$ cat src/hdl/rrsp_pkg.sv
package rrsp_pkg;

  localparam int MAX_TARGETS = 16;
  localparam int IDX_W       = $clog2(MAX_TARGETS);
  localparam int CNT_W       = $clog2(MAX_TARGETS + 1);
  localparam int PCT_W       = 7;
  localparam int SPACE_W     = 64;
  localparam int SEED_W      = 31;
  localparam int CMD_W       = 3;

  // config port
  localparam int CFG_IDX_W  = 1;
  localparam int CFG_DATA_W = PCT_W;
  localparam logic [CFG_IDX_W-1:0] CFG_TARGET_COUNT = 1'd0;
  localparam logic [CFG_IDX_W-1:0] CFG_MIN_FREE     = 1'd1;

  // percent compare: acc = (min+1)*total - 100*free, signed
  localparam int MULT_W   = PCT_W + 1;
  localparam int OP_W     = SPACE_W + MULT_W;
  localparam int ACC_W    = OP_W + 1;
  localparam logic [MULT_W-1:0] PCT_SCALE = MULT_W'(100);
  localparam int PCT_SWAP = MULT_W - 1;
  localparam int PCT_LAST = MULT_W + PCT_W - 1;
  localparam int MOD_LAST = SEED_W - 1;
  localparam int STEP_W   = $clog2(SEED_W);

  typedef enum logic [CMD_W-1:0] {
    CMD_SCHEDULE = 3'd0,
    CMD_STAT     = 3'd1,
    CMD_UP       = 3'd2,
    CMD_DOWN     = 3'd3,
    CMD_SEED     = 3'd4
  } cmd_t;

  typedef enum logic {
    MODE_PCT = 1'b0,
    MODE_MOD = 1'b1
  } calc_mode_t;

  typedef struct packed {
    logic       start;
    calc_mode_t mode;
  } calc_req_t;

  typedef struct packed {
    logic             done;
    logic             low;
    logic [IDX_W-1:0] rem;
  } calc_rsp_t;

endpackage

$ cat src/hdl/rrsp_calc.sv
// Shared add/subtract unit with its step sequencer.
// MODE_PCT: sign of (min+1)*total - 100*free, shift-and-add, one bit a step.
// MODE_MOD: restoring remainder of dividend by count, one bit a step.
module rrsp_calc import rrsp_pkg::*; (
  input  logic                clk,
  input  logic                rst,
  input  calc_req_t           req,
  input  logic [SPACE_W-1:0]  free_space,
  input  logic [SPACE_W-1:0]  total_space,
  input  logic [PCT_W-1:0]    min_free_percent,
  input  logic [SEED_W-1:0]   dividend,
  input  logic [CNT_W-1:0]    count,
  output calc_rsp_t           rsp
);

  logic              busy;
  logic              done;
  calc_mode_t        mode;
  logic [STEP_W-1:0] step;
  logic [ACC_W-1:0]  acc;
  logic [OP_W-1:0]   op;
  logic [MULT_W-1:0] mult;
  logic [SPACE_W-1:0] fsat;
  logic [SEED_W-1:0] div;
  logic [IDX_W-1:0]  rem;

  logic [ACC_W-1:0]  a_op;
  logic [ACC_W-1:0]  b_op;
  logic              sub;
  logic [ACC_W-1:0]  sum;
  logic              last;

  always_comb begin
    if (mode == MODE_MOD) begin
      a_op = {{(ACC_W-IDX_W-1){1'b0}}, rem, div[SEED_W-1]};
      b_op = {{(ACC_W-CNT_W){1'b0}}, count};
      sub  = 1'b1;
    end else begin
      a_op = acc;
      b_op = {1'b0, op};
      sub  = (step > STEP_W'(PCT_SWAP));
    end
    sum  = sub ? (a_op - b_op) : (a_op + b_op);
    last = (mode == MODE_MOD) ? (step == STEP_W'(MOD_LAST)) : (step == STEP_W'(PCT_LAST));
  end

  always_ff @(posedge clk) begin
    if (rst) begin
      busy <= 1'b0;
      done <= 1'b0;
    end else begin
      done <= 1'b0;
      if (req.start) begin
        busy <= 1'b1;
      end else if (busy && last) begin
        busy <= 1'b0;
        done <= 1'b1;
      end
    end
  end

  always_ff @(posedge clk) begin
    if (req.start) begin
      mode <= req.mode;
      step <= '0;
      acc  <= '0;
      op   <= {{MULT_W{1'b0}}, total_space};
      mult <= MULT_W'(min_free_percent) + MULT_W'(1);
      fsat <= (free_space > total_space) ? total_space : free_space;
      div  <= dividend;
      rem  <= '0;
    end else if (busy) begin
      step <= step + STEP_W'(1);
      if (mode == MODE_MOD) begin
        div <= div << 1;
        rem <= sum[ACC_W-1] ? a_op[IDX_W-1:0] : sum[IDX_W-1:0];
      end else begin
        if (mult[0]) begin
          acc <= sum;
        end
        if (step == STEP_W'(PCT_SWAP)) begin
          op   <= {{MULT_W{1'b0}}, fsat};
          mult <= PCT_SCALE;
        end else begin
          op   <= op << 1;
          mult <= mult >> 1;
        end
      end
    end
  end

  // low when 100*free < (min+1)*total, i.e. acc strictly positive
  assign rsp.done = done;
  assign rsp.low  = ~acc[ACC_W-1] & (|acc);
  assign rsp.rem  = rem;

endmodule

$ cat src/hdl/rr_storage_target_picker_top.sv
// Round-robin storage target picker with two priority tiers.
// Request channel: req_valid/req_stall with command, target_index, report_ok,
//   free_space, total_space, seed_present, seed_value. A transfer happens when
//   req_valid is high and req_stall low. req_stall stays high while an item is
//   being worked on; one item is handled at a time.
// Response channel: rsp_valid/rsp_stall with chosen_target, chosen_valid. Only
//   a schedule request yields a response transfer.
// Item handling: target up/down, failed stat report, zero-total report and
//   seed reply without seed finish in the accept cycle. A stat report runs 15
//   steps of the shared adder. A seed reply with seed runs 31 remainder steps.
//   A schedule scans one target per cycle, up to count targets, and then posts
//   the result from its done state once the response register is free; when
//   the stored scan start is not below the current count, a 31-step remainder
//   pass comes first.
// Response register: a new item is accepted while a result waits; a finished
//   schedule holds in its done state until the response register is free.
// Config: cfg_write/cfg_index/cfg_data; the user must write only while idle, the block does not enforce it.
// Reset: all targets online, none low on space, scan start 0, count 1,
//   threshold 0, no response pending.
module rr_storage_target_picker_top import rrsp_pkg::*; (
  input  logic                  clk,
  input  logic                  rst,
  // configuration
  input  logic                  cfg_write,
  input  logic [CFG_IDX_W-1:0]  cfg_index,
  input  logic [CFG_DATA_W-1:0] cfg_data,
  // request channel
  input  logic                  req_valid,
  output logic                  req_stall,
  input  logic [CMD_W-1:0]      command,
  input  logic [IDX_W-1:0]      target_index,
  input  logic                  report_ok,
  input  logic [SPACE_W-1:0]    free_space,
  input  logic [SPACE_W-1:0]    total_space,
  input  logic                  seed_present,
  input  logic [SEED_W-1:0]     seed_value,
  // response channel
  output logic                  rsp_valid,
  input  logic                  rsp_stall,
  output logic [IDX_W-1:0]      chosen_target,
  output logic                  chosen_valid
);

  typedef enum logic [5:0] {
    ST_IDLE = 6'b000001,
    ST_CALC = 6'b000010,
    ST_SEED = 6'b000100,
    ST_WRAP = 6'b001000,
    ST_SCAN = 6'b010000,
    ST_DONE = 6'b100000
  } state_t;

  state_t                 state;
  logic [CNT_W-1:0]       target_count;
  logic [PCT_W-1:0]       min_free_percent;
  logic [MAX_TARGETS-1:0] online;
  logic [MAX_TARGETS-1:0] low_space;
  logic [IDX_W-1:0]       next_start;
  logic [IDX_W-1:0]       idx;
  logic [IDX_W-1:0]       ptr;
  logic [IDX_W-1:0]       k;
  logic                   have_any;
  logic [IDX_W-1:0]       any_t;
  logic [IDX_W-1:0]       res_target;
  logic                   res_valid;

  logic [CNT_W-1:0]       count;
  logic                   accept;
  logic                   idx_ok;
  logic                   slot_free;
  logic [SEED_W-1:0]      dividend;
  calc_req_t              calc_req;
  calc_rsp_t              calc_rsp;

  // scan step
  logic                   hit_free;
  logic                   hit_any;
  logic                   scan_last;

  function automatic logic [IDX_W-1:0] inc_wrap(input logic [IDX_W-1:0] v,
                                                input logic [CNT_W-1:0] cnt);
    logic [CNT_W-1:0] nxt;
    nxt = CNT_W'(v) + CNT_W'(1);
    return (nxt == cnt) ? '0 : nxt[IDX_W-1:0];
  endfunction

  always_comb begin
    if (target_count == '0) begin
      count = CNT_W'(1);
    end else if (target_count > CNT_W'(MAX_TARGETS)) begin
      count = CNT_W'(MAX_TARGETS);
    end else begin
      count = target_count;
    end
  end

  assign req_stall = (state != ST_IDLE);
  assign accept    = req_valid & ~req_stall;
  assign idx_ok    = (CNT_W'(target_index) < count);
  assign slot_free = ~rsp_valid | ~rsp_stall;

  // start decisions for the shared unit
  always_comb begin
    calc_req.start = 1'b0;
    calc_req.mode  = MODE_PCT;
    dividend       = seed_value;
    if (accept) begin
      case (cmd_t'(command))
        CMD_SCHEDULE: begin
          if (CNT_W'(next_start) >= count) begin
            calc_req.start = 1'b1;
            calc_req.mode  = MODE_MOD;
            dividend       = SEED_W'(next_start);
          end
        end
        CMD_STAT: begin
          if (idx_ok && report_ok && (total_space != '0)) begin
            calc_req.start = 1'b1;
          end
        end
        CMD_SEED: begin
          if (report_ok && seed_present) begin
            calc_req.start = 1'b1;
            calc_req.mode  = MODE_MOD;
          end
        end
        default: begin
        end
      endcase
    end
  end

  rrsp_calc u_calc (
    .clk              (clk),
    .rst              (rst),
    .req              (calc_req),
    .free_space       (free_space),
    .total_space      (total_space),
    .min_free_percent (min_free_percent),
    .dividend         (dividend),
    .count            (count),
    .rsp              (calc_rsp)
  );

  assign hit_free  = online[ptr] & ~low_space[ptr];
  assign hit_any   = online[ptr];
  assign scan_last = (CNT_W'(k) + CNT_W'(1) == count);

  // config registers
  always_ff @(posedge clk) begin
    if (rst) begin
      target_count     <= CNT_W'(1);
      min_free_percent <= '0;
    end else if (cfg_write) begin
      unique case (cfg_index)
        CFG_TARGET_COUNT: target_count     <= cfg_data[CNT_W-1:0];
        CFG_MIN_FREE:     min_free_percent <= cfg_data;
        default: begin
        end
      endcase
    end
  end

  // sequencer and target state
  always_ff @(posedge clk) begin
    if (rst) begin
      state      <= ST_IDLE;
      online     <= '1;
      low_space  <= '0;
      next_start <= '0;
    end else begin
      unique case (state)
        ST_IDLE: begin
          if (accept) begin
            case (cmd_t'(command))
              CMD_SCHEDULE: begin
                if (calc_req.start) begin
                  state <= ST_WRAP;
                end else begin
                  ptr      <= next_start;
                  k        <= '0;
                  have_any <= 1'b0;
                  state    <= ST_SCAN;
                end
              end
              CMD_STAT: begin
                if (idx_ok) begin
                  if (!report_ok) begin
                    online[target_index] <= 1'b0;
                  end else if (total_space == '0) begin
                    low_space[target_index] <= 1'b1;
                  end else begin
                    idx   <= target_index;
                    state <= ST_CALC;
                  end
                end
              end
              CMD_UP: begin
                if (idx_ok) online[target_index] <= 1'b1;
              end
              CMD_DOWN: begin
                if (idx_ok) online[target_index] <= 1'b0;
              end
              CMD_SEED: begin
                if (report_ok) begin
                  if (seed_present) begin
                    state <= ST_SEED;
                  end else begin
                    next_start <= inc_wrap('0, count);
                  end
                end
              end
              default: begin
              end
            endcase
          end
        end
        ST_CALC: begin
          if (calc_rsp.done) begin
            low_space[idx] <= calc_rsp.low;
            state          <= ST_IDLE;
          end
        end
        ST_SEED: begin
          if (calc_rsp.done) begin
            next_start <= inc_wrap(calc_rsp.rem, count);
            state      <= ST_IDLE;
          end
        end
        ST_WRAP: begin
          if (calc_rsp.done) begin
            ptr      <= calc_rsp.rem;
            k        <= '0;
            have_any <= 1'b0;
            state    <= ST_SCAN;
          end
        end
        ST_SCAN: begin
          if (hit_free) begin
            res_target <= ptr;
            res_valid  <= 1'b1;
            next_start <= inc_wrap(ptr, count);
            state      <= ST_DONE;
          end else if (scan_last) begin
            // no free-space target: fall back to first online one
            if (have_any) begin
              res_target <= any_t;
              res_valid  <= 1'b1;
              next_start <= inc_wrap(any_t, count);
            end else if (hit_any) begin
              res_target <= ptr;
              res_valid  <= 1'b1;
              next_start <= inc_wrap(ptr, count);
            end else begin
              res_target <= '0;
              res_valid  <= 1'b0;
            end
            state <= ST_DONE;
          end else begin
            if (hit_any && !have_any) begin
              have_any <= 1'b1;
              any_t    <= ptr;
            end
            ptr <= inc_wrap(ptr, count);
            k   <= k + IDX_W'(1);
          end
        end
        ST_DONE: begin
          if (slot_free) state <= ST_IDLE;
        end
        default: state <= ST_IDLE;
      endcase
    end
  end

  // response register
  always_ff @(posedge clk) begin
    if (rst) begin
      rsp_valid <= 1'b0;
    end else if (state == ST_DONE && slot_free) begin
      rsp_valid <= 1'b1;
    end else if (!rsp_stall) begin
      rsp_valid <= 1'b0;
    end
  end

  always_ff @(posedge clk) begin
    if (state == ST_DONE && slot_free) begin
      chosen_target <= res_target;
      chosen_valid  <= res_valid;
    end
  end

endmodule
$ cat config.mk
export PLATFORM = sky130hd
export DESIGN_NAME = rr_storage_target_picker_top
export DESIGN_NICKNAME = d
export VERILOG_FILES = /design/src/hdl/rrsp_pkg.sv /design/src/hdl/rrsp_calc.sv /design/src/hdl/rr_storage_target_picker_top.sv
export SDC_FILE = /design/constraint.sdc
export NUM_CORES = 1
export LEC_CHECK = 0
export BUFFER_PORTS_ARGS = -buffer_cell sky130_fd_sc_hd__clkbuf_2
export CAP_MARGIN = 25
export CORE_ASPECT_RATIO = 1.2
export CORE_MARGIN = 1.5
export CORE_UTILIZATION = 45
export DETAILED_ROUTE_END_ITERATION = 8
export PLACE_DENSITY = 0.72
export SYNTH_ARGS = -nofsm -noshare
export SYNTH_HDL_FRONTEND = slang
export SYNTH_HIERARCHICAL = 1
export SYNTH_SLANG_ARGS = --single-unit
$ cat constraint.sdc
create_clock -name clk -period 9.75 [get_ports clk]
set_input_delay 0.975 -clock clk [delete_from_list [all_inputs] [get_ports clk]]
set_output_delay 0.975 -clock clk [all_outputs]
set_load 0.01 [all_outputs]
==> results.cfg <==
[clock_tree]
holdBufCountCts = 0
cts_tree = built
path_clk_slew_ns = 0.06
clockBufferDepth = 3
cts_sinks = 342
post-cts-setup-buffers = 0
cts_root_buf = clkbuf_16
cts_resized = 0
numCtsBuffers = 39
clkLatencyLatePin_ns = 0.58
htreeDepth = 2

[sta]
timing.slew.headroom_pct = 23.8
slew_viol_final = 0
fin_worst_skew_ns = 0.0379
timing.hold.ws_ns = 0.418
hold_viol = 0
worst_pin_slew_ns = 1.14
rsz0062_at_grt = false
fmax_mhz = 138
setup_viol = 0
timing.final.crit_share_pct = 74.3
period_minus_slack_ns = 7.24
setup_tns_ns = 0

[synthesis]
synth_top_cells_by_count = 369 x nand2_1, 218 x a21oi_1, 195 x edfxtp_1
yosysMostFrequentCell = nand2_1
ys_warn_count = 6
synthFlopType = edfxtp_1
synth_top_area_share_pct = 23.4
avgSynthCellArea_sq_um = 8.72
async_flop_share_pct = 0
synth_cell_types = 97
ys_top_cells_by_area = edfxtp_1 23%, dfxtp_1 12%, ha_1 7.5%, nand2_1 5.5%, mux2_2 4.6%
syn-instance-count = 2872
synth_seq_cells = 342
yosysSeqAreaShare_pct = 35.1
synth_nets = 3205
syn_area_sq_um = 25000
synth_edf_count = 195
yosys.area.top_type = edfxtp_1

[drt]
via_per_inst = 5.93
routed_wl_um = 73400
detail_route.wl_per_cell_um = 19.8
vias = 22004
drtPass1Iterations = 6
ant_nets = 0
drc = 0
drtIter0Drc = 1819

[pwr]
powerDensity_nw_per_um2 = 237
ir_worst_vdd_uv = 143
leakagePower_nw = 10.7

[floorplan]
fp.dieH_um = 261
core_area_sq_um = 54900
row_count = 94
die_width_um = 218
initial_core_util_pct = 45.6
dieArea_sq_um = 57100
ioPinCount = 188

[final_layout]
drive_gt1_share_pct = 14.4
diodes = 0
syn2layout_area_growth_pct = 11.1
nFillCells = 5175
num-nets-final = 3292

[critical_path]
crit_required_ns = 10.19
crit_fanout = 21
cp-end-kind = register
critPathKind = reg -> reg
arrival_ns = 7.68
crit_path_start_kind = register

[grt]
grt_max_degree = 101
grt_overflow = 0
grt_antenna_before_repair = 0
grtUsageTotal_pct = 25.0
grt_pass1_wl_um = 114000
grt_pass1_vias = 20741

[outcome]
status = finished, final reports clean

[place]
place.gp.congestion = 0.961
io_buffers = 187
dp_hpwl_um = 54500

[run]
drv_cap = 0

[hold_path]
hp-class = reg -> reg
-- report_power, final --
group          switching [W]  total, W  internal, W
Sequential          0.000245   0.00201      0.00177
Clock               0.000635   0.00153     0.000897
Combinational        0.00181   0.00306      0.00125
-- layout by cell type, fill, tap and decap left out, drive strengths merged, types with 69 or more instances in the layout --
master	instances
a21oi	218
clkbuf	242
dfxtp	147
edfxtp	195
ha	151
inv	104
mux2	103
mux2i	77
nand2	370
nor2	152
nor2b	122
nor3	69
o21ai	195
xnor2	106
-- metal layers --
metal | track usage, % | part of all wire (%) | vias up
met5 | 0 | 0 | -
met4 | 9.43 | 3.6 | 0
met3 | 4.07 | 6.7 | 139
met2 | 40.6 | 46 | 773
met1 | 33.4 | 43 | 10385
li1 | - | - | 10707
-- final timing paths --
kind | startpoint | endpoint | slack, ns | depth (start not counted)
worst min-delay path | res_target[2] | chosen_target[2] | 0.42 | 0
worst max-delay path | target_count[4] | u_calc/acc[72] | 2.51 | 23
worst min register to register | res_target[2] | chosen_target[2] | 0.42 | 0
worst max register to register | target_count[4] | u_calc/acc[72] | 2.51 | 23
-- per-stage QoR --
stage               setup slack, ns  util, %  total power (W)  instance area (sq um)  std cells
floorplan                      1.84        -          0.00427                  25000       2872
global placement               2.82     48.2          0.00499                  26500       3636
detailed placement             2.61     48.2          0.00501                  26500       3636
CTS                            2.59     50.6          0.00657                  27800       3708
global route                   1.97     50.7          0.00702                  27800       3710
finish                         2.51     50.7          0.00660                  27800       3710
-- flip-flops by register name (all words and copies together), names as in the netlist, 4 cells and up, named ones only --
name,cells
u_calc/acc,73
u_calc/op,72
u_calc/fsat,64
u_calc/div,31
low_space,16
u_calc/mult,8
min_free_percent,7
state,6
target_count,5
u_calc/step,5
any_t,4
chosen_target,4
idx,4
k,4
next_start,4
ptr,4
res_target,4
u_calc/rem,4
-- final cells by class --
| class | instances | area, sq um | share of cell area [%] |
|---|---|---|---|
| Multi-Input combinational cell | 2261 | 15300 | 54.9 |
| Clock inverter | 17 | 208 | 0.747 |
| Inverter | 103 | 392 | 1.41 |
| Sequential cell | 342 | 8800 | 31.6 |
| Clock buffer | 55 | 1130 | 4.05 |
| Tap cell | 720 | 901 | 3.24 |
| Timing Repair Buffer | 212 | 1130 | 4.07 |
-- worst max-delay path, stage by stage (launching register included) --
cell and delay (ns):
dfxtp_1 0.79, nor2b_1 0.20, nor2_1 0.38, inv_1 0.12, mux2i_1 0.24, o221ai_1 0.37
o21bai_2 0.40, or4_4 0.65, or4b_4 0.58, nor2_4 0.11, nor2_1 0.05, xor2_1 0.16
nand2_1 0.07, ha_1 0.42, and2_1 0.20, nand3_1 0.15, or3_1 0.43, nor3_1 0.41
nand2_1 0.10, o221ai_1 0.18, a21oi_1 0.09, o21ai_1 0.37, mux2i_1 0.27, mux2_2 0.34
-- cell families after synthesis --
kind of cell	count (synthesis)	synth area share [%]
compound gates	727	18.3
xor+xnor	158	5.58
fa+ha+maj	152	7.62
buf+inv	269	4.14
flops	342	35.1
mux	189	8.62
simple gates	1035	20.6
Note: power is estimated with default switching activity, not from simulation.
